`src/hdl/ecm_pkg.sv`:
```
package ecm_pkg;

    localparam int unsigned FULL_SCALE = 65536;

    localparam logic REQ_LOAD  = 1'b0;
    localparam logic REQ_QUERY = 1'b1;

    localparam logic [1:0] STAT_ANSWER  = 2'd0;
    localparam logic [1:0] STAT_BUILT   = 2'd1;
    localparam logic [1:0] STAT_DROPPED = 2'd2;

    typedef struct packed {
        logic        req_type;
        logic [31:0] stress_sample;
        logic        last_sample;
        logic [16:0] query_value;
    } t_in_word;

    typedef struct packed {
        logic [16:0] color_value;
        logic [1:0]  status;
    } t_out_word;

    typedef enum logic [4:0] {
        S_IDLE,
        S_SORT_RD,
        S_SORT_WAIT,
        S_SORT_CMP,
        S_SORT_WR,
        S_SORT_NEXT,
        S_MINMAX_RD,
        S_MINMAX_WAIT,
        S_MINMAX_CAP,
        S_WALK_RD,
        S_WALK_WAIT,
        S_WALK_DIV,
        S_WALK_DECIDE,
        S_WALK_MAP,
        S_WALK_STEP,
        S_BUILD_DONE,
        S_Q_RD,
        S_Q_WAIT,
        S_Q_CHECK,
        S_Q_DIV,
        S_Q_DONE
    } t_state;

    // Request to the shared divider.
    typedef struct packed {
        logic        start;
        logic [47:0] dividend;
        logic [32:0] divisor;
    } t_div_req;

    typedef struct packed {
        logic        done;
        logic [47:0] quotient;
    } t_div_rsp;

endpackage

```
`src/hdl/ecm_div.sv`:
```
// Restoring divider, one quotient bit per cycle.
module ecm_div (
    input  logic              i_clk,
    input  logic              i_rst_n,
    input  ecm_pkg::t_div_req i_req,
    output ecm_pkg::t_div_rsp o_rsp
);

    logic [47:0] r_quo, n_quo;
    logic [32:0] r_rem, n_rem;
    logic [32:0] r_den;
    logic [5:0]  r_cnt;
    logic        r_busy;
    logic        r_done;
    logic [33:0] w_trial;

    always_comb begin
        w_trial = {r_rem, r_quo[47]} - {1'b0, r_den};
        if (!w_trial[33]) begin
            n_rem = w_trial[32:0];
            n_quo = {r_quo[46:0], 1'b1};
        end else begin
            n_rem = {r_rem[31:0], r_quo[47]};
            n_quo = {r_quo[46:0], 1'b0};
        end
    end

    always_ff @(posedge i_clk) begin
        if (!i_rst_n) begin
            r_busy <= 1'b0;
            r_cnt  <= '0;
            r_done <= 1'b0;
        end else begin
            r_done <= 1'b0;
            if (i_req.start) begin
                r_busy <= 1'b1;
                r_cnt  <= '0;
                r_quo  <= i_req.dividend;
                r_rem  <= '0;
                r_den  <= i_req.divisor;
            end else if (r_busy) begin
                r_quo <= n_quo;
                r_rem <= n_rem;
                r_cnt <= r_cnt + 6'd1;
                if (r_cnt == 6'd47) begin
                    r_busy <= 1'b0;
                    r_done <= 1'b1;
                end
            end
        end
    end

    assign o_rsp = {r_done, r_quo};

endmodule

```
`config.mk`:
```
export PLATFORM = sky130hd
export DESIGN_NAME = ecm_div
export DESIGN_NICKNAME = d
export VERILOG_FILES = /design/src/hdl/ecm_pkg.sv /design/src/hdl/ecm_div.sv
export SDC_FILE = /design/constraint.sdc
export NUM_CORES = 1
export LEC_CHECK = 0
export BUFFER_PORTS_ARGS = -buffer_cell sky130_fd_sc_hd__buf_2
export CAP_MARGIN = 10
export CORE_AREA = 2 2 112 114
export DETAILED_ROUTE_END_ITERATION = 10
export DIE_AREA = 0 0 114 116
export GPL_TIMING_DRIVEN = 0
export HOLD_SLACK_MARGIN = 0.1
export MAX_ROUTING_LAYER = met4
export PLACE_DENSITY_LB_ADDON = 0.15
export SLEW_MARGIN = 20
export SYNTH_ARGS = -nofsm -noshare
export SYNTH_HDL_FRONTEND = slang
export SYNTH_SLANG_ARGS = --single-unit
```
`constraint.sdc`:
```
create_clock -name i_clk -period 3.7 [get_ports i_clk]
set_clock_uncertainty 0.1 [all_clocks]
set_input_delay 0.37 -clock i_clk [delete_from_list [all_inputs] [get_ports i_clk]]
set_output_delay 0.37 -clock i_clk [all_outputs]
set_load 0.05 [all_outputs]
```
## After elaboration in Yosys (flattened, before gate mapping)

Index checks and enable logic that the tools add are counted.

| cells by class | value |
|---|---|
| $add $sub $neg | 2 |
| equality and inequality tests | 1 |
| muxes and demuxes | 9 |
| bitwise operators | 2 |
| reductions and logical operators | 5 |

Operators by type and width:

| operator | number |
|---|---|
| two-way mux 48 bit | 2 |
| two-way mux 33 bit | 2 |
| subtractor 34 x 33 -> 34 bit | 1 |
| adder 6 x 1 -> 6 bit (second input constant) | 1 |
| equality test 6 bit (second input constant) | 1 |
| two-way mux 1 bit | 5 |
| AND reduction 2 bit | 2 |
| OR reduction 3 bit | 1 |
| NOT 1 bit | 2 |
| nonzero test 2 bit | 1 |
| OR reduction 2 bit | 1 |

| storage, ports and cells | value |
|---|---|
| register bits | 122 |
| input bits | 84 |
| output and inout port bits | 49 |
| logic and storage cells | 25 |

## Depth between registers and ports, before layout

Gate-level depths: netlist of the first run.

| depth | value |
|---|---|
| depth after elaboration | 4 |
| depth in mapped cells | 14 |
| gate-level depth less buffers | 12 |

## Least setup slack after synthesis of the first run

Ideal clock, no wire load.

| timing path | value |
|---|---|
| path kind | reg-to-reg |
| start | register r_quo[47] |
| end | register r_rem[32], data pin |
| library setup time | 0.147 ns |
| data arrival time | 3.070 ns |
| required time | 3.453 ns |
| setup slack | 0.383 ns |
| stages on the path, launching flop included | 13 |
| buffers on the path | 0 |
| clock period less this slack | 3.317 ns |
| cell sequence | edfxtp_1 inv_1 ha_1 fa_1 nand2b_1 a21oi_1 o21ai_0 o21ai_0 a21oi_1 o211ai_1 a21oi_1 or3b_1 a21oi_1 |

| between the ends | value |
|---|---|
| word-level cells in the longest chain between the ends | 3 |

RTL lines:

| item | RTL line | RTL |
|---|---|---|
| start: declaration | ecm_div.sv:9 | `logic [47:0] r_quo, n_quo;` |
| start signal: assignment | ecm_div.sv:38 | `r_quo <= i_req.dividend;` |
| start signal: assignment | ecm_div.sv:42 | `r_quo <= n_quo;` |
| subtractor 34 x 33 -> 34 bit | ecm_div.sv:18 | `w_trial = {r_rem, r_quo[47]} - {1'b0, r_den};` |
| two-way mux 33 bit | ecm_div.sv:19 | `if (!w_trial[33]) begin` |
| two-way mux 33 bit | ecm_div.sv:41 | `end else if (r_busy) begin` |
| end signal: assignment | ecm_div.sv:43 | `r_rem <= n_rem;` |
| end: declaration | ecm_div.sv:10 | `logic [32:0] r_rem, n_rem;` |

Every way passes these cells. The select of a mux whose other input is x is not followed.
A chain may end at the register's enable or synchronous reset.

## Final worst setup path of the first run

Ends and elaborated chain as after synthesis.

==> reports/results.txt, run 1 <==
Worst vdd ir = 0.000422 V
Seq cells post-synth = 122
Proportion of layout cells with a drive suffix above 1 = 30.2%
Grt total ovfl = 0
Pre-antenna DRT Iters = 4
Synthesis-to-finish area growth = 27.1%
H-tree Lvls = 4
Vias per cell = 5.40
Max-slew violations = 0
Die width = 114 um
Ant diodes = 0
Max-cap violation count = 0
WL/cell = 16.5 um
Antenna Nets Post-Route = 0
Arr. time, crit path = 3570 ps
Worst R2R Setup Slack = 310 ps
Pre-CTS WS = 198 ps
Comb pwr share = 23.6%
# DRC = 0
Worst setup SP type = register
Final Wtd Congestion = 0.933
Worst-case clock buffer depth = 2
Kind of path behind the tightest hold check = primary input to register
IO Count = 133
Height of the die = 116 um
Fin Hold WS = 139 ps
Number of synthesized flops with an enable pin = 114
Lkg Pwr = 3.64 nW
DRT Wirelength = 14700 um
Setup-failing EPs final = 0
Pwr per Cell Area = 511 nW/um^2
Clock latency at the later pin of the worst-skew pair = 430 ps
NetSw = 1.30 mW
Synth Net Count = 666
Cells after Synth = 547
Total power draw = 4.32 mW
Crit-path max FO = 4
FF-to-FF Start = r_quo[47]
Pint = 3.01 mW
Worst-margin pin slew = 646 ps
Core area = 11900 um^2
Worst Setup End Kind = register
Share of the yosys chip area belonging to registers = 53.9%
Clock group share of total power = 37.1%
CTS sink count = 122
Row count = 40
Final Hold Viols = 0
Root Buffer = clkbuf_16
Slew margin rel. = 57.0%
Min Tclk post-route = 3390 ps
Synth top area cells = edfxtp_1 (52%), mux2_2 (8.0%), ha_1 (6.4%)
Share of the synthesized area in the top cell type = 51.5%
Avg Inst Size Synth = 12.1 um^2
Required time of the worst setup path = 3880 ps
Fmax = 295 MHz
Cell Area, Synth = 6640 um^2
Crit. Startpoint = r_quo[47]
Status = finished clean
Sw Ratio = 30.2%
Reg power frac = 39.2%
Die area = 13200 um^2
Via count = 4820
Hold Crit Start = i_req[33]
Post-synth ARST share = 0%
Final setup TNS = 0 ps
Port Buffers = 131
RSZ-0062 raised after global routing = false
Area after DPL = 7540 um^2
Number of global-route vias before repair = 4931
Fin crit share = 91.7%
Yosys warnings = 0
Hpwl dp = 10200 um
Largest net degree at the start of global routing = 43
Initial drt markers = 327
Design area = 8450 um^2
Prevailing post-synth register cell = edfxtp_1
CTS tree = built
Critical path type = register to register
Setup ws final = 306 ps
Wire length of the first global-routing pass = 23700 um
Antenna violations before repair = 0
Cell taking the most area after synthesis = edfxtp_1
Starting Density = 55.8%
Total track usage = 23.9%
Nets@finish = 851
Setup Buffers After CTS = 0
Distinct cells, synth = 58
CTS Buf Count = 17
Clock Pin Slew Worst Setup and Hold Paths = 60 ps
-- cells in the mapped netlist, types with 5 or more instances --
cell and number:
nand2b_1 8, o21ai_0 19, clkbuf_1 12, nand3_1 6, mux2_2 47, ha_1 34
mux2i_1 26, nand4_1 7, a21oi_1 37, nor2_1 41, dfxtp_1 8, xnor2_1 17
xor2_1 13, a21o_1 15, a31oi_1 5, o21bai_1 5, inv_1 43, nand2_1 27
edfxtp_1 114
-- stage by stage --
step	util (%)	cells
after CTS	70.8	892
after detailed placement	63.3	827
after floorplan	-	547
final	70.9	892
after global routing	70.9	892
after global placement	62.8	825
-- area by class of cell --
| class | count | area [um^2] |
|---|---|---|
| buffer | 20 | 123 |
| clock buffer | 17 | 425 |
| clock inverter | 15 | 143 |
| fill | 836 | 3460 |
| inverter | 43 | 161 |
| multi-input combinational | 362 | 2790 |
| sequential | 122 | 3580 |
| tap | 147 | 184 |
| timing repair buffer | 166 | 1030 |
-- layout by cell type (no fill, tap or decap), types with 12 or more instances in the layout --
cell           Yosys  final
nand2_1           27     27
clkbuf_1          12     12
xor2_1            13     13
nor2_1            41     41
ha_1              34     34
a21oi_1           37     37
a21o_1            15     15
o21ai_0           19     18
edfxtp_1         114    114
clkbuf_16          0     17
mux2i_1           26     26
inv_1             43     43
buf_2              1    132
xnor2_1           17     17
mux2_2            47     47
dlygate4sd3_1      0     33
-- path summary, 6_finish.rpt --
check | depth (start not counted) | to
max reg2reg | 12 | r_rem[32]
min | 3 | r_quo[0]
min reg2reg | 2 | r_done
max | 12 | r_rem[32]
-- sequential cells by signal, indices dropped and copies added, names as in the netlist --
name and flops:
r_busy 1, r_den 33, r_quo 48, r_done 1, r_rem 33, r_cnt 6
-- power groups by stage --
stage / Combinational, mW / Clock, mW / Sequential, mW
finish: 1.02 / 1.60 / 1.69
global route: 1.12 / 1.67 / 1.70
CTS: 1.02 / 1.61 / 1.69
detailed placement: 0.986 / 0 / 1.72
global placement: 0.961 / 0 / 1.72
floorplan: 0.647 / 0 / 1.83
-- cells by family (layout without fill, tap and decap cells) --
kind of cell | after synthesis | in the layout | share of synthesized area [%]
AND/OR/NAND/NOR | 114 | 114 | 8.36
XOR/XNOR | 30 | 30 | 3.95
AO/OA/AOI/OAI | 109 | 109 | 10.7
buffers and inverters | 63 | 261 | 4.27
adder cells (fa/ha/maj) | 35 | 35 | 6.70
flip-flops | 122 | 122 | 53.9
multiplexers | 74 | 74 | 12.1
-- per-layer routing --
metal  vias up  wire length, um  global-route usage, %
li1       2396                -                      -
met1      2260             6460                   29.3
met2       148             7070                   38.7
met3        16              954                   6.59
met4         0              223                   7.80
met5         -                0                      -
-- what timing repair did --
action / 4_1_cts / 5_1_grt
hold buffers: 33 / 0
hold endpoints to repair: 33 / 0
gates resized for setup: 0 / 2
endpoints found under the setup margin: 0 / 4
-- worst max-delay path, cell delays in order (launching register included) --
cell	delay, ps
edfxtp_1	350
inv_1	60
ha_1	220
fa_1	410
nand2b_1	180
a21oi_1	200
o21ai_0	230
o21ai_1	360
a21oi_1	230
o211ai_1	290
a21oi_1	90
or3b_1	360
a21oi_1	170
Power figures use the tool's default switching activity.
==> inputs of run 2 (changes only) <==
--- a/config.mk
+++ b/config.mk
@@ -7,9 +7,11 @@
 export LEC_CHECK = 0
 export BUFFER_PORTS_ARGS = -buffer_cell sky130_fd_sc_hd__buf_2
 export CAP_MARGIN = 10
-export CORE_AREA = 2 2 112 114
+export CELL_PAD_IN_SITES_DETAIL_PLACEMENT = 1
+export CELL_PAD_IN_SITES_GLOBAL_PLACEMENT = 1
+export CORE_AREA = 2 2 126 128
 export DETAILED_ROUTE_END_ITERATION = 10
-export DIE_AREA = 0 0 114 116
+export DIE_AREA = 0 0 128 130
 export GPL_TIMING_DRIVEN = 0
 export HOLD_SLACK_MARGIN = 0.1
 export MAX_ROUTING_LAYER = met4
==> run 2 against run 1 <==
Net effect: hold slack better by 4.0 ps; critical path depth is 1 higher; die area is 26% higher; routed wire length is 15% higher; sequential share of layout area is 0.21 points lower; combinational power hardly changed; worst setup slack worse by 41 ps; non-clock buffer count stayed put; sequential cell count stayed put; first-iteration DRC count is 41% lower; maximum frequency is 1.2% lower; register-to-register slack worse by 40 ps.
==> reports/results.txt, run 2 (synthesis results as in run 1) <==
Final Wtd Congestion = 0.873 (-6.4%)
Critical path type = register to register
Port Buffers = 131 (unchanged)
RSZ-0062 raised after global routing = false
Proportion of layout cells with a drive suffix above 1 = 30.3% (+0.13 points)
Setup-failing EPs final = 0 (unchanged)
Largest regs = r_quo x48, r_den x33, r_rem x33
Starting Density = 43.1% (-13 points)
Commonest non-fill, non-tap cell in the layout = buf_2
Worst Setup End Kind = register
Lkg Pwr = 3.63 nW (-0.34%)
Kind of path behind the tightest hold check = primary input to register
Die width = 128 um (+12%)
IO Count = 133 (unchanged)
Arr. time, crit path = 3490 ps (-80 ps)
Min Tclk post-route = 3440 ps (+41.0 ps)
Clock Pin Slew Worst Setup and Hold Paths = 60 ps (about the same)
Total track usage = 22.1% (-1.8 points)
CTS sink count = 122 (unchanged)
Pint = 2.95 mW (-2.2%)
Area after DPL = 7600 um^2 (+0.75%)
Pre-antenna DRT Iters = 4 (unchanged)
Initial drt markers = 194 (-41%)
Number of global-route vias before repair = 5453 (+11%)
Max-cap violation count = 0 (unchanged)
Largest net degree at the start of global routing = 46 (+7.0%)
WL/cell = 18.0 um (+9.1%)
Fin crit share = 92.8% (+1.1 points)
Fmax = 291 MHz (-1.2%)
Pwr per Cell Area = 506 nW/um^2 (-1.0%)
NetSw = 1.35 mW (+3.3%)
Grt total ovfl = 0 (unchanged)
Worst vdd ir = 0.000334 V (-21%)
Core area = 15400 um^2 (+29%)
Ant diodes = 0 (unchanged)
Height of the die = 130 um (+12%)
Hpwl dp = 12200 um (+20%)
Root Buffer = clkbuf_16
Antenna violations before repair = 0 (unchanged)
Number of flip-flops in the largest register = 48 (unchanged)
Clock group share of total power = 36.1% (-1.0 points)
Required time of the worst setup path = 3760 ps (-120 ps)
Sw Ratio = 31.3% (+1.2 points)
Max-slew violations = 0 (unchanged)
Slew margin rel. = 59.6% (+2.6 points)
Largest Register = r_quo
Vias per cell = 5.31 (-1.8%)
Worst-margin pin slew = 606 ps (-39.4 ps)
Nets@finish = 851 (unchanged)
Design area = 8490 um^2 (+0.50%)
Total power draw = 4.29 mW (-0.52%)
Synthesis-to-finish area growth = 27.8%
Worst-case clock buffer depth = 2 (unchanged)
DRT Wirelength = 16900 um (+15%)
Crit-path max FO = 10 (+6)
Antenna Nets Post-Route = 0 (unchanged)
Reg power frac = 39.5% (+0.3 points)
Most frequent cells in the layout = buf_2 (132), edfxtp_1 (114), mux2_2 (47), inv_1 (43), nor2_1 (41)
Via count = 4972 (+3.2%)
CTS Buf Count = 17 (unchanged)
CTS tree = built
Die area = 16600 um^2 (+26%)
# DRC = 0 (unchanged)
Row count = 46 (+15%)
Wire length of the first global-routing pass = 27200 um (+15%)
H-tree Lvls = 4 (unchanged)
Clock latency at the later pin of the worst-skew pair = 430 ps (about the same)
Comb pwr share = 24.5% (+0.9 points)
Final Hold Viols = 0 (unchanged)
Status = finished clean
Worst setup SP type = register
-- run 2: cell count changes in the layout (fill, tap and decap cells not counted), sizes merged --
cell      before  now
clkinvlp       4    5
clkinv         6    4
inv           47   49
bufinv         1    0
-- run 2: through the flow --
stage / hold WS [ps] / std cells / util (%) / setup TNS [ps] / worst slack (ps)
2_1_floorplan: 350 / 547 / - / 0 / 383
3_3_place_gp: 376 / 870 / 48.9 / -62540 / -795
3_5_place_dp: 388 / 872 / 49.2 / 0 / 5.04
4_1_cts: 131 / 937 / 54.9 / 0 / 150
5_1_grt: 134 / 937 / 55.0 / 0 / 41.2
6_report: 143 / 937 / 55.0 / 0 / 265
-- run 2: path summary, 6_finish.rpt --
kind,startpoint,depth (start not counted),to,slack (ps)
max,r_rem[5],13,r_rem[15],260
min,i_req[65],2,r_quo[32],140
max reg2reg,r_rem[5],13,r_rem[15],260
min reg2reg,r_cnt[5],2,r_done,390
-- run 2: power by group through the flow --
stage / sequential [mW] / clock, mW / combinational, mW
finish: 1.69 / 1.55 / 1.05
floorplan: 1.83 / 0 / 0.647
global placement: 1.72 / 0 / 0.979
global route: 1.71 / 1.63 / 1.15
detailed placement: 1.72 / 0 / 1.02
CTS: 1.70 / 1.57 / 1.05
-- run 2: repair_timing --
item	in CTS	in global routing
hold endpoints to repair	33	0
resized for setup	1	4
setup endpoints to repair	2	18
pin swaps	0	0
hold buffers	33	0
setup buffers	0	0
-- run 2: layout make-up --
| type | count | area (um^2) |
|---|---|---|
| buffer | 20 | 123 |
| clock buffer | 17 | 425 |
| clock inverter | 15 | 116 |
| fill | 1658 | 6940 |
| inverter | 43 | 161 |
| multi-input combinational | 362 | 2810 |
| sequential | 122 | 3580 |
| tap | 192 | 240 |
| timing repair buffer | 166 | 1030 |
-- run 2: per-layer routing --
layer / part of all wire (%) / GRT usage, %
met4: 2.0 / 8.27
met3: 6.7 / 7.09
met2: 49 / 37.2
met1: 43 / 24.7
met5: 0 / -
-- run 2: critical path, cell delays in order (launching register included) --
cell	delay [ps]
edfxtp_1	400
ha_1	400
a21o_1	220
nand2b_1	150
o2111ai_1	270
nand3_2	200
a31oi_4	260
nor4bb_1	290
a2111o_1	170
buf_6	140
buf_8	150
buf_12	150
mux2i_1	220
nor2_1	60
